--- src/assert_macros.svh ---
// ----------------------------------------------------------------------------
// Assertion macros
// Concurrent assertion wrappers, compiled out for synthesis.
// ----------------------------------------------------------------------------
`ifndef ASSERT_MACROS_SVH
`define ASSERT_MACROS_SVH
`ifndef SYNTHESIS
`define ASSERT_CLK(lbl, clk, rstn, prop, msg) \
    lbl: assert property (@(posedge clk) disable iff (!rstn) prop) else $error(msg);
`define ASSERT_NEVER(lbl, clk, rstn, cond, msg) \
    lbl: assert property (@(posedge clk) disable iff (!rstn) !(cond)) else $error(msg);
`else
`define ASSERT_CLK(lbl, clk, rstn, prop, msg)
`define ASSERT_NEVER(lbl, clk, rstn, cond, msg)
`endif
`endif

--- src/lphm_ram.sv ---
// ----------------------------------------------------------------------------
// lphm_ram
// Generic simple dual-port RAM, one write port, one registered read port.
// ----------------------------------------------------------------------------
module lphm_ram #(
    parameter int WIDTH = 8,
    parameter int DEPTH = 16
) (
    input  logic                     aclk,
    input  logic                     we,
    input  logic [$clog2(DEPTH)-1:0] waddr,
    input  logic [WIDTH-1:0]         wdata,
    input  logic [$clog2(DEPTH)-1:0] raddr,
    output logic [WIDTH-1:0]         rdata
);

    logic [WIDTH-1:0] mem [DEPTH];

    always_ff @(posedge aclk) begin
        if (we) begin
            mem[waddr] <= wdata;
        end
        rdata <= mem[raddr];
    end

endmodule

--- config.mk ---
export PLATFORM = sky130hd
export DESIGN_NAME = lphm_ram
export DESIGN_NICKNAME = d
export VERILOG_FILES = /design/src/assert_macros.svh /design/src/lphm_ram.sv
export SDC_FILE = /design/constraint.sdc
export NUM_CORES = 1
export LEC_CHECK = 0
export CAP_MARGIN = 20
export CORE_MARGIN = 3
export CORE_UTILIZATION = 40
export DETAILED_ROUTE_END_ITERATION = 16
export DONT_BUFFER_PORTS = 1
export GPL_ROUTABILITY_DRIVEN = 0
export PLACE_DENSITY = 0.55
export SETUP_SLACK_MARGIN = 0.5
export SLEW_MARGIN = 20
export SYNTH_ARGS = -nofsm -noshare
export SYNTH_HDL_FRONTEND = slang
export SYNTH_SLANG_ARGS = --single-unit
--- constraint.sdc ---
create_clock -name aclk -period 4.4 [get_ports aclk]
set_input_delay 0.22 -clock aclk [delete_from_list [all_inputs] [get_ports aclk]]
set_output_delay 0.22 -clock aclk [all_outputs]
set_load 0.1 [all_outputs]
# Word-level counts from Yosys, hierarchy flattened
# Memory sizes are Yosys's and may differ from the RTL's. A register that Yosys moved wholly into a read port is not among the register bits.
# Cells that the tools add are included.
# totals
register_bits	0
mem_bits_rw	128
inputBits	18
out_inout_bits	8
memories	1
# classes
n_mux	2
# mem_list
memory	words	width	rd	rd_ports_with_merged_regs	write_ports	line_no	rtl
mem	16	8	1	1	1	lphm_ram.sv:17	logic [WIDTH-1:0] mem [DEPTH];
# ops
op	n
$mux W1	2

# Depth between registers and ports, before layout
# depth
depth_word	2
ltp_mapped	5
depth_no_buf	3

# Worst setup path after synthesis
# Ideal clock, no wire load.
# synth_timing
path_type	in2reg
from	input waddr[2]
to	memory mem[0][0] (enable)
t_arrival_ps	1330
t_required_ps	4017
path_slack_ps	2687
cell_stages	2
path_buffers	0
cell_sequence	or3b_2 nor3_1
# synth_lines
element	line_no	rtl
start, declared	lphm_ram.sv:11	input logic [$clog2(DEPTH)-1:0] waddr,
end, declared	lphm_ram.sv:17	
# No word-level cell before the write port.

# Worst setup path after layout
# layout_timing
from	register rdata[1] (read register of mem)
to	output rdata[1]
# layout_lines
element	line_no	rtl
start, declared	lphm_ram.sv:14	output logic [WIDTH-1:0] rdata
# No word-level cell between the ends.

==> results.py <==
metrics = {
    "synth": {
        "synthesis.nets": 247,
        "ys_seq_area_share_pct": 77.8,
        "syn_avg_cell_area_sq_um": 22.5,
        "synth_area_leaders": "edfxtp_1 75%, mux4_2 7.9%, mux4_1 7.1%",
        "synth_area_leader_cell": "edfxtp_1",
        "synth_top_area_share_pct": 74.7,
        "syn_inst": 229,
        "ys_types": 19,
        "ys_seq_elements": 136,
        "ys_warn_count": 0,
        "synth.cell_area_sq_um": 5150,
    },
    "clock_network": {
        "cts_buffers": 17,
        "tritoncts": "built",
        "path_clk_slew_ns": 0.05,
        "numClockSinks": 136,
        "cts_setup_buffers": 0,
        "cts_max_level": 4,
        "cts_buffer_depth": 2,
        "root_buffer": "clkbuf_16",
        "clock_latency_ns": 0.41,
    },
    "routing": {
        "ant_nets": 0,
        "drc": 0,
        "drt_iter0_drc": 201,
        "drt_wl_total_mm": 10.1,
        "vias": 2248,
        "routedWlPerCell_um": 23.4,
        "first_pass_iters": 4,
        "vias_per_cell": 5.23,
    },
    "cells_and_area": {
        "final_cell_mix": "128 x edfxtp_1, 18 x mux4_2, 17 x clkbuf_16",
        "syn_to_final_growth_pct": 15.4,
        "final_common_cell": "edfxtp_1",
        "finalNetCount": 267,
        "drive_above_1_share_pct": 20.2,
        "fillers": 1041,
        "num_antenna_cells": 0,
        "design_area_sq_um": 5940,
    },
    "power": {
        "switching_power_mw": 0.609,
        "p_leak_nw": 1.93,
        "sequentialPowerShare_pct": 51.9,
        "comb_power_share_pct": 3.5,
        "clockPowerShare_pct": 44.6,
        "p_int_mw": 2.32,
        "vdd_drop_max_v": 0.000360,
        "power_density_nw_per_um2": 494,
        "fin_total_pwr_mw": 2.93,
        "switching_share_pct": 20.8,
    },
    "worst_setup_path": {
        "worstSetupStartpointType": "flop",
        "cp-end-kind": "output pin",
        "cp_max_fo": 1,
        "arrival_ns": 1.35,
        "crit_type": "reg2out",
        "cp.required_ns": 4.18,
    },
    "timing": {
        "fmax_mhz": 637,
        "finClkSkew_ns": 0.00601,
        "drv_slew": 0,
        "fin_ws_ns": 2.83,
        "hold_slack_ns": 0.0779,
        "tns_ns": 0,
        "rsz0062_at_grt": "false",
        "worst_pin_slew_ns": 0.940,
        "relSlewSlack_pct": 37.2,
        "period_needed_ns": 1.57,
        "setup_viol": 0,
        "period_share_pct": 35.7,
        "hold_violations": 0,
    },
    "placement": {
        "detailed_place_hpwl_mm": 6.03,
        "place_ws_ns": 2.65,
        "port_buffers": 0,
        "place_area_sq_um": 5300,
    },
    "hold_path": {
        "min_path_type": "in2reg",
    },
    "die": {
        "coreArea_sq_um": 12300,
        "fp.dieW_um": 119,
        "die_h_um": 119,
        "start_util_pct": 41.8,
        "io_pins": 26,
        "row_count": 40,
        "fp.dieArea_sq_um": 14300,
    },
    "global_routing": {
        "antenna_found_initial": 0,
        "grt_pass1_wl_mm": 15.0,
        "grt-ovfl-total": 0,
        "grt_pass1_vias": 2326,
        "grt_max_degree": 33,
        "grt_usage_pct": 15.3,
    },
    "status": {
        "status": "finished, final reports clean",
    },
    "run": {
        "maxCapViolCount": 0,
    },
}
[power groups by stage]
stage / sequential [mW] / clock, mW / combinational [mW]
final: 1.52 / 1.31 / 0.103
after global routing: 1.52 / 1.40 / 0.112
after CTS: 1.52 / 1.34 / 0.105
after detailed placement: 1.55 / 0 / 0.0802
after global placement: 1.55 / 0 / 0.0800
after floorplan: 1.54 / 0 / 0.0735
[metal layers]
| layer | GRT usage [%] | part of all wire [%] | up-vias |
|---|---|---|---|
| met5 | 0 | 0 | - |
| met4 | 5.58 | 1.5 | 0 |
| met3 | 5.79 | 7.5 | 13 |
| met2 | 20.5 | 45 | 67 |
| met1 | 22.7 | 46 | 1153 |
| li1 | - | - | 1015 |
[stage by stage]
step / cells / util [%]
floorplan: 229 / -
global placement: 390 / 43.0
detailed placement: 390 / 43.0
CTS: 430 / 48.2
global route: 430 / 48.2
finish: 430 / 48.2
[area by class of cell]
type                       instances  area (sq um)  share of cell area [%]
clock buffer                      23           488                    8.22
clock inverter                     9          72.6                    1.22
multi-input combinational         83          1060                    17.9
sequential                       136          4000                    67.4
tap                              168           210                    3.54
timing repair buffer              11           103                    1.73
[state kept, by name (all words and copies together) (netlist names)]
signal / count
rdata: 8
mem: 128
[timing repair]
action,CTS,global route
resized for setup,0,0
hold endpoints to repair,128,0
hold buffers,8,0
[cells by family (layout without fill, tap and decap cells)]
kind of cell	count (synthesis)	after routing	synth area share, %
AOI/OAI and AO/OA	16	16	2.33
buffers and inverters	10	43	1.68
DFF	136	136	77.8
muxes	32	32	15.0
and+or+nand+nor	35	35	3.18
[path summary, 6_finish.rpt]
check	startpoint	endpoint	slack, ns	cells past startpoint
setup / recovery	rdata[1]	rdata[1]	2.83	0
hold / removal	waddr[0]	mem[4][2]	0.08	1
setup reg to reg	mem[5][3]	rdata[3]	2.95	3
hold reg to reg	mem[15][0]	rdata[0]	0.67	3
[Yosys cell counts]
library cell and instances:
edfxtp_1 128, mux4_2 18, a22oi_1 16, mux4_1 14, nor2_1 13, nand2_1 9
dfxtp_1 8, nor3_1 4, buf_2 3, buf_6 3, clkdlybuf4s25_2 3, nand2b_1 2
nand3b_1 2, and2_1 1, and2b_1 1, buf_4 1, nand3_1 1, nor2b_1 1
or3b_2 1
Power figures use the tool's default switching activity.
